[src/rtl/hlsrgb_pkg.sv]
// Shared constants and types for the HLS to RGB converter.
// Used by every module of the block but the queue; depends on nothing else.
package hlsrgb_pkg;

  localparam int unsigned HUE_FRAC_BITS_DEF = 4;
  localparam int unsigned QUEUE_DEPTH_DEF   = 4;

  localparam int unsigned HUE_W   = 14;
  localparam int unsigned LVL_W   = 13;
  localparam int unsigned CH_W    = 16;
  localparam int unsigned CODE_W  = 8;
  localparam int unsigned CFG_IDX_W = 2;

  localparam int unsigned Q12_ONE  = 4096;
  localparam int unsigned Q12_HALF = 2048;
  localparam int unsigned Q12_SH   = 12;
  localparam int unsigned Q24_W    = 25;
  localparam int unsigned Q24_SH   = 24;
  localparam int unsigned D255_W   = 33;

  localparam int unsigned DEG60  = 60;
  localparam int unsigned DEG120 = 120;
  localparam int unsigned DEG180 = 180;
  localparam int unsigned DEG240 = 240;
  localparam int unsigned DEG360 = 360;
  localparam int unsigned CODE_MAX = 255;

  localparam int unsigned Y_W        = 12;
  localparam int unsigned DIV15_MUL  = 17477;
  localparam int unsigned DIV15_SH   = 18;
  localparam int unsigned DIV15_MW   = 15;

  typedef enum logic [CFG_IDX_W-1:0] {
    REG_LIGHT = 2'd0,
    REG_SAT   = 2'd1
  } cfg_reg_t;

endpackage

[src/rtl/hls_to_rgb_converter.sv]
// HLS to RGB converter top level: configuration registers, front end, queue
// and back end. Depends on hlsrgb_pkg and all hlsrgb_* modules.
//
// Each input beat on in_valid/in_ready carries one hue in units of
// 1/2^HUE_FRAC_BITS degree; each output beat on out_valid/out_ready carries
// the red, green and blue intensities for it, in the order the hues came in.
// Lightness and saturation are set through the cfg_ write port (index 0 and
// 1, Q12 values); the user must do so only while no beat is in flight, as
// the block does not enforce it. Other indexes are ignored. Throughput is
// one beat per cycle while the receiver keeps out_ready high. Each hue
// passes through three front stages (quotient estimate, turn reduction,
// classification into the queue), the queue, three back stages (ramp
// product, rounding shift, divide by fifteen) and the output register.
// Reset loads lightness 0.5 and saturation 1.0 and empties the pipeline and
// queue; in_ready rises in the cycle after reset is released.
// When the receiver stalls, the back stages fill, then the queue of
// QUEUE_DEPTH beats, then the front stages, and only then in_ready drops.
module hls_to_rgb_converter #(
  parameter int unsigned HUE_FRAC_BITS = hlsrgb_pkg::HUE_FRAC_BITS_DEF,
  parameter int unsigned QUEUE_DEPTH   = hlsrgb_pkg::QUEUE_DEPTH_DEF
) (
  input  logic                             clk,
  input  logic                             rst_n,
  input  logic                             cfg_wr_en,
  input  logic [hlsrgb_pkg::CFG_IDX_W-1:0] cfg_index,
  input  logic [hlsrgb_pkg::LVL_W-1:0]     cfg_data,
  input  logic                             in_valid,
  output logic                             in_ready,
  input  logic [hlsrgb_pkg::HUE_W-1:0]     in_hue_in,
  output logic                             out_valid,
  input  logic                             out_ready,
  output logic [hlsrgb_pkg::CH_W-1:0]      out_red_out,
  output logic [hlsrgb_pkg::CH_W-1:0]      out_green_out,
  output logic [hlsrgb_pkg::CH_W-1:0]      out_blue_out
);
  import hlsrgb_pkg::*;

  localparam int unsigned WW    = $clog2((DEG60 << HUE_FRAC_BITS) + 1);
  localparam int unsigned ACC_W = D255_W + WW;

  logic [D255_W-1:0] d255;
  logic [ACC_W-1:0]  base255;
  logic              q_full, q_push, q_pop, head_valid;
  logic [3*WW-1:0]   q_entry, head_entry;

  hlsrgb_cfg #(.HUE_FRAC_BITS(HUE_FRAC_BITS)) u_cfg (
    .clk       (clk),
    .rst_n     (rst_n),
    .cfg_wr_en (cfg_wr_en),
    .cfg_index (cfg_index),
    .cfg_data  (cfg_data),
    .d255      (d255),
    .base255   (base255)
  );

  hlsrgb_front #(.HUE_FRAC_BITS(HUE_FRAC_BITS)) u_front (
    .clk      (clk),
    .rst_n    (rst_n),
    .in_valid (in_valid),
    .in_ready (in_ready),
    .hue      (in_hue_in),
    .q_full   (q_full),
    .q_push   (q_push),
    .q_entry  (q_entry)
  );

  hlsrgb_fifo #(.WIDTH(3 * WW), .DEPTH(QUEUE_DEPTH)) u_fifo (
    .clk        (clk),
    .rst_n      (rst_n),
    .push       (q_push),
    .wr_data    (q_entry),
    .full       (q_full),
    .pop        (q_pop),
    .head_valid (head_valid),
    .rd_data    (head_entry)
  );

  hlsrgb_back #(.HUE_FRAC_BITS(HUE_FRAC_BITS)) u_back (
    .clk        (clk),
    .rst_n      (rst_n),
    .head_valid (head_valid),
    .head_entry (head_entry),
    .q_pop      (q_pop),
    .d255       (d255),
    .base255    (base255),
    .out_valid  (out_valid),
    .out_ready  (out_ready),
    .red        (out_red_out),
    .green      (out_green_out),
    .blue       (out_blue_out)
  );

endmodule

[src/rtl/hlsrgb_cfg.sv]
// Configuration registers and the per-configuration terms derived from them.
// Depends on hlsrgb_pkg.
module hlsrgb_cfg #(
  parameter int unsigned HUE_FRAC_BITS = hlsrgb_pkg::HUE_FRAC_BITS_DEF,
  localparam int unsigned WW = $clog2((hlsrgb_pkg::DEG60 << HUE_FRAC_BITS) + 1),
  localparam int unsigned ACC_W = hlsrgb_pkg::D255_W + WW
) (
  input  logic                             clk,
  input  logic                             rst_n,
  input  logic                             cfg_wr_en,
  input  logic [hlsrgb_pkg::CFG_IDX_W-1:0] cfg_index,
  input  logic [hlsrgb_pkg::LVL_W-1:0]     cfg_data,
  output logic [hlsrgb_pkg::D255_W-1:0]    d255,
  output logic [ACC_W-1:0]                 base255
);
  import hlsrgb_pkg::*;

  localparam int unsigned H60 = DEG60 << HUE_FRAC_BITS;
  localparam int unsigned M255 = CODE_MAX * H60;

  logic [LVL_W-1:0] light_r, sat_r;
  logic [LVL_W-1:0] lc, sc;
  logic [LVL_W-1:0] l1_r, s1_r, l2_r;
  logic [Q24_W-1:0] ls_r, m2q_r, m1q_r, d_r;
  logic [Q24_W:0]   m2q_nxt, lsh13;
  logic [ACC_W-1:0] bm_r, base255_r;
  logic [D255_W-1:0] d255_r;

  always_ff @(posedge clk) begin
    if (!rst_n) begin
      light_r <= LVL_W'(Q12_HALF);
      sat_r   <= LVL_W'(Q12_ONE);
    end else if (cfg_wr_en) begin
      case (cfg_index)
        REG_LIGHT: light_r <= cfg_data;
        REG_SAT:   sat_r   <= cfg_data;
        default: ;
      endcase
    end
  end

  always_comb begin
    lc = (light_r > LVL_W'(Q12_ONE)) ? LVL_W'(Q12_ONE) : light_r;
    sc = (sat_r > LVL_W'(Q12_ONE)) ? LVL_W'(Q12_ONE) : sat_r;
    if (l1_r <= LVL_W'(Q12_HALF)) begin
      m2q_nxt = (Q24_W + 1)'(ls_r) + ((Q24_W + 1)'(l1_r) << Q12_SH);
    end else begin
      m2q_nxt = (((Q24_W + 1)'(l1_r) + (Q24_W + 1)'(s1_r)) << Q12_SH) - (Q24_W + 1)'(ls_r);
    end
    lsh13 = (Q24_W + 1)'(l2_r) << (Q12_SH + 1);
  end

  always_ff @(posedge clk) begin
    l1_r      <= lc;
    s1_r      <= sc;
    ls_r      <= Q24_W'(lc * sc);
    m2q_r     <= Q24_W'(m2q_nxt);
    l2_r      <= l1_r;
    m1q_r     <= Q24_W'(lsh13 - (Q24_W + 1)'(m2q_r));
    d_r       <= Q24_W'(((Q24_W + 1)'(m2q_r) << 1) - lsh13);
    d255_r    <= (D255_W'(d_r) << 8) - D255_W'(d_r);
    bm_r      <= ACC_W'(m1q_r) * ACC_W'(M255);
    base255_r <= bm_r + (ACC_W'(H60) << (Q24_SH - 1));
  end

  assign d255    = d255_r;
  assign base255 = base255_r;

endmodule

[src/rtl/hlsrgb_front.sv]
// Front end: accepts hue beats, reduces them to one turn and classifies the
// ramp position of each channel. Depends on hlsrgb_pkg.
module hlsrgb_front #(
  parameter int unsigned HUE_FRAC_BITS = hlsrgb_pkg::HUE_FRAC_BITS_DEF,
  localparam int unsigned WW = $clog2((hlsrgb_pkg::DEG60 << HUE_FRAC_BITS) + 1)
) (
  input  logic                         clk,
  input  logic                         rst_n,
  input  logic                         in_valid,
  output logic                         in_ready,
  input  logic [hlsrgb_pkg::HUE_W-1:0] hue,
  input  logic                         q_full,
  output logic                         q_push,
  output logic [3*WW-1:0]              q_entry
);
  import hlsrgb_pkg::*;

  localparam int unsigned H60  = DEG60 << HUE_FRAC_BITS;
  localparam int unsigned H120 = DEG120 << HUE_FRAC_BITS;
  localparam int unsigned H180 = DEG180 << HUE_FRAC_BITS;
  localparam int unsigned H240 = DEG240 << HUE_FRAC_BITS;
  localparam int unsigned H360 = DEG360 << HUE_FRAC_BITS;
  localparam int unsigned H_W  = $clog2(H360);
  localparam int unsigned RSH  = 24;
  localparam int unsigned RECIP = (1 << RSH) / H360;
  localparam int unsigned PROD_W = HUE_W + RSH;
  localparam int unsigned QMAX = ((1 << HUE_W) - 1) / H360;
  localparam int unsigned Q_W  = (QMAX > 0) ? $clog2(QMAX + 1) : 1;
  localparam int unsigned CW   = ((HUE_W > H_W) ? HUE_W : H_W) + 1;

  logic run_r, v1_r, v2_r, v3_r;
  logic rdy1, rdy2, rdy3, acc;
  logic [HUE_W-1:0]  x1_r, x2_r, qd_r, diff;
  logic [Q_W-1:0]    q_r, q_nxt;
  logic [PROD_W-1:0] prod;
  logic [CW-1:0]     dext;
  logic [H_W-1:0]    h0_r, h0_nxt;

  function automatic logic [H_W-1:0] wrap_add(input logic [H_W-1:0] h,
                                               input logic [H_W:0] off);
    logic [H_W:0] s;
    s = {1'b0, h} + off;
    return (s >= (H_W + 1)'(H360)) ? H_W'(s - (H_W + 1)'(H360)) : H_W'(s);
  endfunction

  function automatic logic [WW-1:0] ramp(input logic [H_W-1:0] h);
    logic [WW-1:0] w;
    if (h < H_W'(H60)) begin
      w = WW'(h);
    end else if (h < H_W'(H180)) begin
      w = WW'(H60);
    end else if (h < H_W'(H240)) begin
      w = WW'(H_W'(H240) - h);
    end else begin
      w = '0;
    end
    return w;
  endfunction

  assign rdy3     = !v3_r || !q_full;
  assign rdy2     = !v2_r || rdy3;
  assign rdy1     = !v1_r || rdy2;
  assign in_ready = run_r && rdy1;
  assign acc      = in_valid && in_ready;
  assign q_push   = v3_r && !q_full;

  always_comb begin
    prod   = PROD_W'(hue) * PROD_W'(RECIP);
    q_nxt  = Q_W'(prod >> RSH);
    diff   = x2_r - qd_r;
    dext   = CW'(diff);
    h0_nxt = (dext >= CW'(H360)) ? H_W'(dext - CW'(H360)) : H_W'(dext);
    q_entry = {ramp(wrap_add(h0_r, (H_W + 1)'(H120))),
               ramp(h0_r),
               ramp(wrap_add(h0_r, (H_W + 1)'(H240)))};
  end

  always_ff @(posedge clk) begin
    if (!rst_n) begin
      run_r <= 1'b0;
      v1_r  <= 1'b0;
      v2_r  <= 1'b0;
      v3_r  <= 1'b0;
    end else begin
      run_r <= 1'b1;
      if (rdy1) v1_r <= acc;
      if (rdy2) v2_r <= v1_r;
      if (rdy3) v3_r <= v2_r;
    end
  end

  always_ff @(posedge clk) begin
    if (rdy1) begin
      x1_r <= hue;
      q_r  <= q_nxt;
    end
    if (rdy2) begin
      x2_r <= x1_r;
      qd_r <= HUE_W'(q_r * H360);
    end
    if (rdy3) begin
      h0_r <= h0_nxt;
    end
  end

endmodule

[src/rtl/hlsrgb_fifo.sv]
// Short queue of classified beats between the front and back ends.
// Depends on no package.
module hlsrgb_fifo #(
  parameter int unsigned WIDTH = 8,
  parameter int unsigned DEPTH = 4
) (
  input  logic             clk,
  input  logic             rst_n,
  input  logic             push,
  input  logic [WIDTH-1:0] wr_data,
  output logic             full,
  input  logic             pop,
  output logic             head_valid,
  output logic [WIDTH-1:0] rd_data
);
  localparam int unsigned PTR_W = $clog2(DEPTH);
  localparam int unsigned CNT_W = $clog2(DEPTH + 1);

  logic [WIDTH-1:0] mem [DEPTH];
  logic [PTR_W-1:0] wr_ptr_r, rd_ptr_r, rd_ptr_nxt;
  logic [CNT_W-1:0] cnt_r;
  logic [WIDTH-1:0] rd_data_r;

  assign full       = (cnt_r == CNT_W'(DEPTH));
  assign head_valid = (cnt_r != '0);
  assign rd_data    = rd_data_r;
  assign rd_ptr_nxt = !pop ? rd_ptr_r :
                      (rd_ptr_r == PTR_W'(DEPTH - 1)) ? '0 : rd_ptr_r + 1'b1;

  always_ff @(posedge clk) begin
    if (!rst_n) begin
      wr_ptr_r <= '0;
      rd_ptr_r <= '0;
      cnt_r    <= '0;
    end else begin
      if (push) begin
        wr_ptr_r <= (wr_ptr_r == PTR_W'(DEPTH - 1)) ? '0 : wr_ptr_r + 1'b1;
      end
      if (pop) begin
        rd_ptr_r <= rd_ptr_nxt;
      end
      if (push && !pop) begin
        cnt_r <= cnt_r + 1'b1;
      end else if (pop && !push) begin
        cnt_r <= cnt_r - 1'b1;
      end
    end
  end

  // The head is kept in a register; a beat written into an empty queue
  // goes straight to it.
  always_ff @(posedge clk) begin
    if (push) mem[wr_ptr_r] <= wr_data;
    if (push && (wr_ptr_r == rd_ptr_nxt)) begin
      rd_data_r <= wr_data;
    end else begin
      rd_data_r <= mem[rd_ptr_nxt];
    end
  end

endmodule

[src/rtl/hlsrgb_back.sv]
// Back end: evaluates the channel values from the ramp positions, rounds
// them to 8-bit codes and drives the result register. Depends on hlsrgb_pkg.
module hlsrgb_back #(
  parameter int unsigned HUE_FRAC_BITS = hlsrgb_pkg::HUE_FRAC_BITS_DEF,
  localparam int unsigned WW = $clog2((hlsrgb_pkg::DEG60 << HUE_FRAC_BITS) + 1),
  localparam int unsigned ACC_W = hlsrgb_pkg::D255_W + WW
) (
  input  logic                          clk,
  input  logic                          rst_n,
  input  logic                          head_valid,
  input  logic [3*WW-1:0]               head_entry,
  output logic                          q_pop,
  input  logic [hlsrgb_pkg::D255_W-1:0] d255,
  input  logic [ACC_W-1:0]              base255,
  output logic                          out_valid,
  input  logic                          out_ready,
  output logic [hlsrgb_pkg::CH_W-1:0]   red,
  output logic [hlsrgb_pkg::CH_W-1:0]   green,
  output logic [hlsrgb_pkg::CH_W-1:0]   blue
);
  import hlsrgb_pkg::*;

  localparam int unsigned YSH = Q24_SH + HUE_FRAC_BITS + 2;
  localparam int unsigned MW  = Y_W + DIV15_MW;

  logic v1_r, v2_r, v3_r, ov_r;
  logic rdy1, rdy2, rdy3, rdy_o, white;
  logic [2:0][WW-1:0]     w;
  logic [2:0][ACC_W-1:0]  dw_r;
  logic [2:0][Y_W-1:0]    y_r;
  logic [2:0][CODE_W-1:0] code_r;
  logic [CH_W-1:0] red_r, green_r, blue_r;

  assign rdy_o = !ov_r || out_ready;
  assign rdy3  = !v3_r || rdy_o;
  assign rdy2  = !v2_r || rdy3;
  assign rdy1  = !v1_r || rdy2;
  assign q_pop = head_valid && rdy1;

  always_comb begin
    for (int c = 0; c < 3; c++) begin
      w[c] = head_entry[c*WW +: WW];
    end
    white = (code_r[0] == '0) && (code_r[1] == '0) && (code_r[2] == '0);
  end

  always_ff @(posedge clk) begin
    if (!rst_n) begin
      v1_r <= 1'b0;
      v2_r <= 1'b0;
      v3_r <= 1'b0;
      ov_r <= 1'b0;
    end else begin
      if (rdy1)  v1_r <= head_valid;
      if (rdy2)  v2_r <= v1_r;
      if (rdy3)  v3_r <= v2_r;
      if (rdy_o) ov_r <= v3_r;
    end
  end

  always_ff @(posedge clk) begin
    for (int c = 0; c < 3; c++) begin
      if (rdy1) dw_r[c] <= ACC_W'(d255) * ACC_W'(w[c]);
      if (rdy2) y_r[c] <= Y_W'((base255 + dw_r[c]) >> YSH);
      if (rdy3) code_r[c] <= CODE_W'((MW'(y_r[c]) * MW'(DIV15_MUL)) >> DIV15_SH);
    end
    if (rdy_o) begin
      red_r   <= white ? '1 : {code_r[2], code_r[2]};
      green_r <= white ? '1 : {code_r[1], code_r[1]};
      blue_r  <= white ? '1 : {code_r[0], code_r[0]};
    end
  end

  assign out_valid = ov_r;
  assign red       = red_r;
  assign green     = green_r;
  assign blue      = blue_r;

endmodule

[config.mk]
export PLATFORM = sky130hd
export DESIGN_NAME = hls_to_rgb_converter
export DESIGN_NICKNAME = d
export VERILOG_FILES = /design/src/rtl/hlsrgb_pkg.sv /design/src/rtl/hls_to_rgb_converter.sv /design/src/rtl/hlsrgb_cfg.sv /design/src/rtl/hlsrgb_front.sv /design/src/rtl/hlsrgb_fifo.sv /design/src/rtl/hlsrgb_back.sv
export SDC_FILE = /design/constraint.sdc
export NUM_CORES = 2
export LEC_CHECK = 0
export BUFFER_PORTS_ARGS = -buffer_cell sky130_fd_sc_hd__buf_4
export CAP_MARGIN = 20
export CORE_AREA = 2 2 497 499
export CTS_BUF_LIST = sky130_fd_sc_hd__clkbuf_16
export DETAILED_ROUTE_END_ITERATION = 7
export DIE_AREA = 0 0 499 501
export GPL_ROUTABILITY_DRIVEN = 1
export SLEW_MARGIN = 25
export SYNTH_ARGS = -nofsm -noshare
export SYNTH_HDL_FRONTEND = slang
export SYNTH_SLANG_ARGS = --single-unit
[constraint.sdc]
create_clock -name clk -period 6.8 [get_ports clk]
set_clock_uncertainty 0.05 [all_clocks]
set_input_delay 1.36 -clock clk [delete_from_list [all_inputs] [get_ports clk]]
set_output_delay 1.36 -clock clk [all_outputs]
set_load 0.02 [all_outputs]
# Word-level counts from Yosys, hierarchy flattened
# Memories as Yosys holds them, arrays and structs flattened. A register that Yosys moved wholly into a read port is not among the register bits.
# Cells that the tools add are included.
[classes]
addsub = 23
n_mul = 10
n_lt_le_gt_ge = 15
n_eq_ne = 4
mux = 23
n_reduce_logical = 33
[op_table]
columns = ["op", "n"]
rows = [
  ["adder 42 bit", 3],
  ["multiplier 33 x 10 -> 42 bit", 3],
  ["two-way mux 10 bit", 9],
  ["< comparator 13 x 12 -> 1 bit, second input constant", 6],
  ["multiplier 12 x 15 -> 26 bit, second input constant", 3],
  ["subtractor 25 bit", 3],
  ["two-way mux 13 bit", 5],
  ["adder 42 x 33 -> 42 bit, second input constant", 1],
  ["greater-or-equal comparator 14 x 13 -> 1 bit, second input constant", 3],
  ["< comparator 13 x 10 -> 1 bit, second input constant", 3],
  ["subtractor 13 bit, second input constant", 3],
  ["multiplier 25 x 12 -> 36 bit, second input constant", 1],
  ["subtractor 33 x 25 -> 33 bit", 1],
  ["subtractor 10 bit, first input constant", 3],
  ["> comparator 13 bit, second input constant", 2],
  ["adder 25 bit", 1],
  ["multiplier 13 x 13 -> 25 bit", 1],
  ["two-way mux 25 bit", 1],
  ["logical NOT 8 bit", 3],
  ["multiplier 14 x 7 -> 21 bit, second input constant", 1],
  ["adder 13 x 11 -> 14 bit, second input constant", 1],
  ["adder 13 x 12 -> 14 bit, second input constant", 1],
  ["subtractor 14 bit", 1],
  ["adder 13 bit", 1],
  ["18 further kinds", 48],
]
[totals]
regBits = 574
ramBits = 120
output_inout_bits = 50
elab_cells = 149
memories = 1
[memory_table]
columns = ["memory", "depth", "word_bits", "read_ports", "rd_clocked_by_memory_dff", "write_ports", "line_no", "rtl"]
rows = [
  ["u_fifo.mem", 4, 30, 1, 1, 1, "hlsrgb_fifo.sv:19", "logic [WIDTH-1:0] mem [DEPTH];"],
]

# Logic depth before layout (Yosys ltp)
[depth]
word_depth = 9
ltp_mapped = 28
depth_no_buf = 23

# By module
# From an unflattened synthesis, not the netlist that was laid out.
[hier_totals]
cells_unflattened = 7814
area_unflattened_um2 = 76938.8
[modules_own_cells]
columns = ["mod", "n_inst", "cells_per_inst", "area_per_inst_um2"]
rows = [
  ["hlsrgb_back", 1, 4758, 45098.3],
  ["hlsrgb_cfg", 1, 2306, 21635.8],
  ["hlsrgb_front", 1, 551, 5431.5],
  ["hlsrgb_fifo", 1, 199, 4773.3],
]

# Least setup slack after synthesis
# OpenSTA, ideal clock, no wires.
[synth_path]
kind = "reg-to-reg"
start = "register with a tool-made name"
end = "register u_back.dw_r[84] (netlist bit), data pin"
setup_ps = 273
t_arrival_ps = 7095
t_required_ps = 6477
setup_slack_ps = -617
stages_incl_launch_ff = 25
path_buffers = 4
period_less_slack_ps = 7417
path_cell_list = "dfxtp_1 > buf_6 > buf_2 > buf_1 > mux4_2 > clkbuf_1 > and2_1 > fa_1 > fa_1 > fa_1 > fa_1 > inv_1 > fa_1 > inv_1 > ha_1 > a21o_1 > a21o_1 > a21o_1 > a221oi_1 > nand3b_1 > a32oi_1 > o211a_1 > nor3_1 > a2111oi_0 > xnor2_1"
[synth_lines]
columns = ["element", "line_no", "rtl"]
rows = [
  ["end signal, assigned by index", "hlsrgb_back.sv:63", "if (rdy1) dw_r[c] <= ACC_W'(d255) * ACC_W'(w[c]);"],
  ["end, declared", "hlsrgb_back.sv:29", "logic [2:0][ACC_W-1:0] dw_r;"],
]

==> out/results.md <==
| Item | Reported | Unit |
| --- | --- | --- |
| Number of clock sinks seen by CTS | 642 | - |
| Area of the core | 245,000 | um2 |
| CTS H-Tree Depth | 3 | - |
| Crit path cell chain | buf_12 -> buf_12 -> mux4_1 -> and2_1 -> fa_1 -> fa_1 -> fa_1 -> inv_1 -> fa_1 -> fa_1 -> inv_1 -> ha_1 -> a21o_1 -> a21o_1 -> a221oi_2 -> buf_4 -> nand3b_1 -> a32oi_1 -> buf_4 -> o211a_4 -> o21ai_4 -> o41ai_4 -> xnor2_1 | - |
| Post-synth top area share | 0.287 | - |
| Std-Cell Rows | 182 | - |
| Count of routing violations after the opening detailed-route iteration | 2,900 | - |
| Pin count of the biggest net entering global routing | 74 | - |
| Most used flip-flop cell after synthesis | sky130_fd_sc_hd__edfxtp_1 | - |
| Setup crit end kind | flip-flop | - |
| Number of buffers created by CTS | 71 | - |
| Leading cell types by count after synthesis | 1,358 x sky130_fd_sc_hd__inv_1, 1,044 x sky130_fd_sc_hd__fa_1, 797 x sky130_fd_sc_hd__ha_1 | - |
| Number of buffers between clock root and the deepest sink | 3 | - |
| Via count of the first global-routing pass | 53,800 | - |
| Final period util | 0.991 | - |
| Dominant cells by area after synthesis | sky130_fd_sc_hd__fa_1 29%, sky130_fd_sc_hd__edfxtp_1 15%, sky130_fd_sc_hd__ha_1 14% | - |
| Average footprint of a synthesized cell | 9.85 | um2 |
| Hold-fix buffers, CTS | 0 | - |
| HPWL after detailed placement | 141,000 | um |
| Final layout net count | 9,480 | - |
| Number of storage elements in the synthesis netlist | 642 | - |
| Nature of the critical path startpoint | flip-flop | - |
| Minimum clock period after layout | 6.74 | ns |
| Worst Setup Path Type | flip-flop to flip-flop | - |
| Cell count after synthesis | 7,405 | - |
| Max stage delay cell, worst path | sky130_fd_sc_hd__mux4_1 | - |
| Type of the tightest min-delay check | flip-flop to flip-flop | - |
| Final number of max-transition violations | 0 | - |
| I/O pin count | 84 | - |
| CTS clock-pin slew for the worst setup and hold paths | 0.06 | ns |
| Clock latency on the worst-skew pair | 0.69 | ns |
| Data arrival, critical path | 7.11 | ns |
| Final count of negative-setup-slack endpoints | 0 | - |
| Peak clock frequency supported by timing | 0.148 | GHz |
| Relative slew slack | 0.384 | - |
| Effective utilization at floorplan | 0.298 | - |
| Routability Congestion | 0.872 | - |
| Via density per instance | 4.65 | - |
| Port buffer count | 83 | - |
| Number of distinct library cell variants in the gate-level netlist after synthesis | 89 | - |
| Cell Count, Final, Fillers Out | 10,900 | - |
| Outcome | finished, final reports clean | - |
| Sequential fraction of the synthesis area | 0.226 | - |
| Grt ovf | 0 | - |
| Layout cell share with drive strength beyond 1 | 0.0933 | - |
| Die area | 250,000 | um2 |
| Placed cell count | 10,700 | - |
| Remaining routing DRC violations | 0 | - |
| Initial antenna violation count | 1 | - |
| Global-route wire length before repair | 282,000 | um |
| Final-report hold violation count | 0 | - |
| Horizontal die dimension | 499 | um |
| Most common cell in the synthesized netlist | sky130_fd_sc_hd__inv_1 | - |
| Netlist area before placement | 72,900 | um2 |
| CP most frequent cell | sky130_fd_sc_hd__fa_1 | - |
| First-pass detailed-route iteration total | 6 | - |
| Unrepaired setup endpoints after global routing | yes | - |
| Die outline height | 501 | um |
| Syn Nets | 9,280 | - |
| Layout overhead on the synthesized area | 13.1 | % |
| Root buffer cell | sky130_fd_sc_hd__clkbuf_16 | - |
| Number of enable flip-flop cells after synthesis | 360 | - |
| Number of synthesis warnings | 0 | - |
| Clock tree from TritonCTS | yes | - |
| Area of placed instances | 78,400 | um2 |
| Flop2flop setup slack | 0.06 | ns |
| Stage delay of the slowest cell on the critical path | 0.69 | ns |
| Final-layout worst hold slack | 0.276 | ns |
| Post-detailed-route wirelength per cell | 16.1 | um |
| Synth area leader | sky130_fd_sc_hd__fa_1 | - |
| Actual slew at the worst max-slew pin | 0.917 | ns |
| Post-DRT Antenna Nets | 0 | - |
| GRT Util Overall | 0.138 | - |
| Layout Cell Area excl Fill | 82,500 | um2 |
| Maximum capacitance violations | 0 | - |
| Final wirelength | 176,000 | um |
| Total via count after detailed routing | 50,600 | - |
| Share of flip-flops with an asynchronous set or reset after synthesis | 0 | - |
| Required time of the critical path | 7.18 | ns |
| Largest fanout of any net on the critical path | 8 | - |
-- cell type report --
class / count / area [um2]
Antenna cell: 1 / 2.50
Clock buffer: 74 / 1850
Clock inverter: 54 / 538
Fill cell: 24700 / 162000
Inverter: 1371 / 5150
Multi-Input combinational cell: 5128 / 51100
Sequential cell: 642 / 16500
Tap cell: 3220 / 4030
Timing Repair Buffer: 391 / 3400
-- worst paths after layout --
| path | from | cells past startpoint | end |
|---|---|---|---|
| worst max-delay path | flip-flop | 23 | u_back.dw_r[81] |
| worst min-delay path | u_cfg.bm_r[26] | 0 | u_cfg.base255[26] |
| worst max register to register | flip-flop | 23 | u_back.dw_r[81] |
| worst min register to register | u_cfg.bm_r[26] | 0 | u_cfg.base255[26] |
-- worst max-delay path: cells and delay by family, from the launching register on --
family                     cells  cell delay, ns
AOI/OAI and AO/OA              7            1.46
xor gates and xnor gates       1            0.11
adders and majority gates      6            2.65
buffers and inverters          6            0.72
DFF                            1            0.41
muxes                          1            0.69
and+or+nand+nor                2            0.37
-- timing repair --
item,4_1_cts,5_1_grt
gates resized for setup,8,164
pin swaps,2,60
endpoints found under the hold margin,0,0
setup endpoints to repair,18,38
cloned,2,13
setup buffers,11,50
-- cells in the final DEF (no fill, tap or decap), drive strengths merged, types with 52 or more instances in the layout --
master / Yosys / final
a21o: 124 / 124
edfxtp: 360 / 360
a21oi: 257 / 257
nand3: 66 / 66
and2: 535 / 535
nor3: 85 / 85
ha: 797 / 797
xor2: 111 / 111
dfxtp: 282 / 282
fa: 1044 / 1044
xnor2: 242 / 242
nor2: 313 / 313
nor2b: 52 / 52
nand2: 790 / 790
clkbuf: 234 / 80
o21ai: 145 / 145
inv: 1358 / 1372
buf: 39 / 385
-- registers in the layout, summed over array words and instances, names as in the netlist, 23 cells and up, named ones only --
name	flops
u_fifo.mem	120
u_cfg.ls_r	25
u_cfg.base255	36
u_back.dw_r	108
u_cfg.bm_r	36
u_back.y_r	36
u_cfg.m2q_r	25
u_cfg.d255	31
u_cfg.m1q_r	25
u_cfg.d_r	23
u_back.code_r	24
-- stage by stage --
step / worst slack [ns] / setup TNS [ns] / utilization
final: 0.0642 / 0 / 0.337
after global routing: -0.162 / -0.468 / 0.337
after CTS: 0.0114 / 0 / 0.331
after detailed placement: -0.266 / -0.770 / 0.320
after global placement: -0.135 / -0.303 / 0.320
after floorplan: -0.0244 / -0.0244 / -
-- logic make-up (layout without fill, tap and decap cells) --
logic type	Yosys count	count (layout)	synth area share
and+or+nand+nor	2052	2052	0.137
adders and majority gates	1843	1843	0.423
buffers and inverters	1644	1890	0.0861
AOI/OAI and AO/OA	830	830	0.0744
DFF	642	642	0.226
xor gates and xnor gates	353	353	0.0425
muxes	41	50	0.0112
other	0	1	0
-- metal layers --
metal / GRT usage / vias up / share of wire
met5: 0 / - / 0
met2: 0.233 / 1135 / 0.47
met1: 0.182 / 25300 / 0.45
met3: 0.0230 / 233 / 0.053
li1: - / 23900 / -
met4: 0.0394 / 0 / 0.029
Power is left out: the tool's default activity adds up to more than one toggle a clock period on the data nets, which glitch-free logic cannot reach.
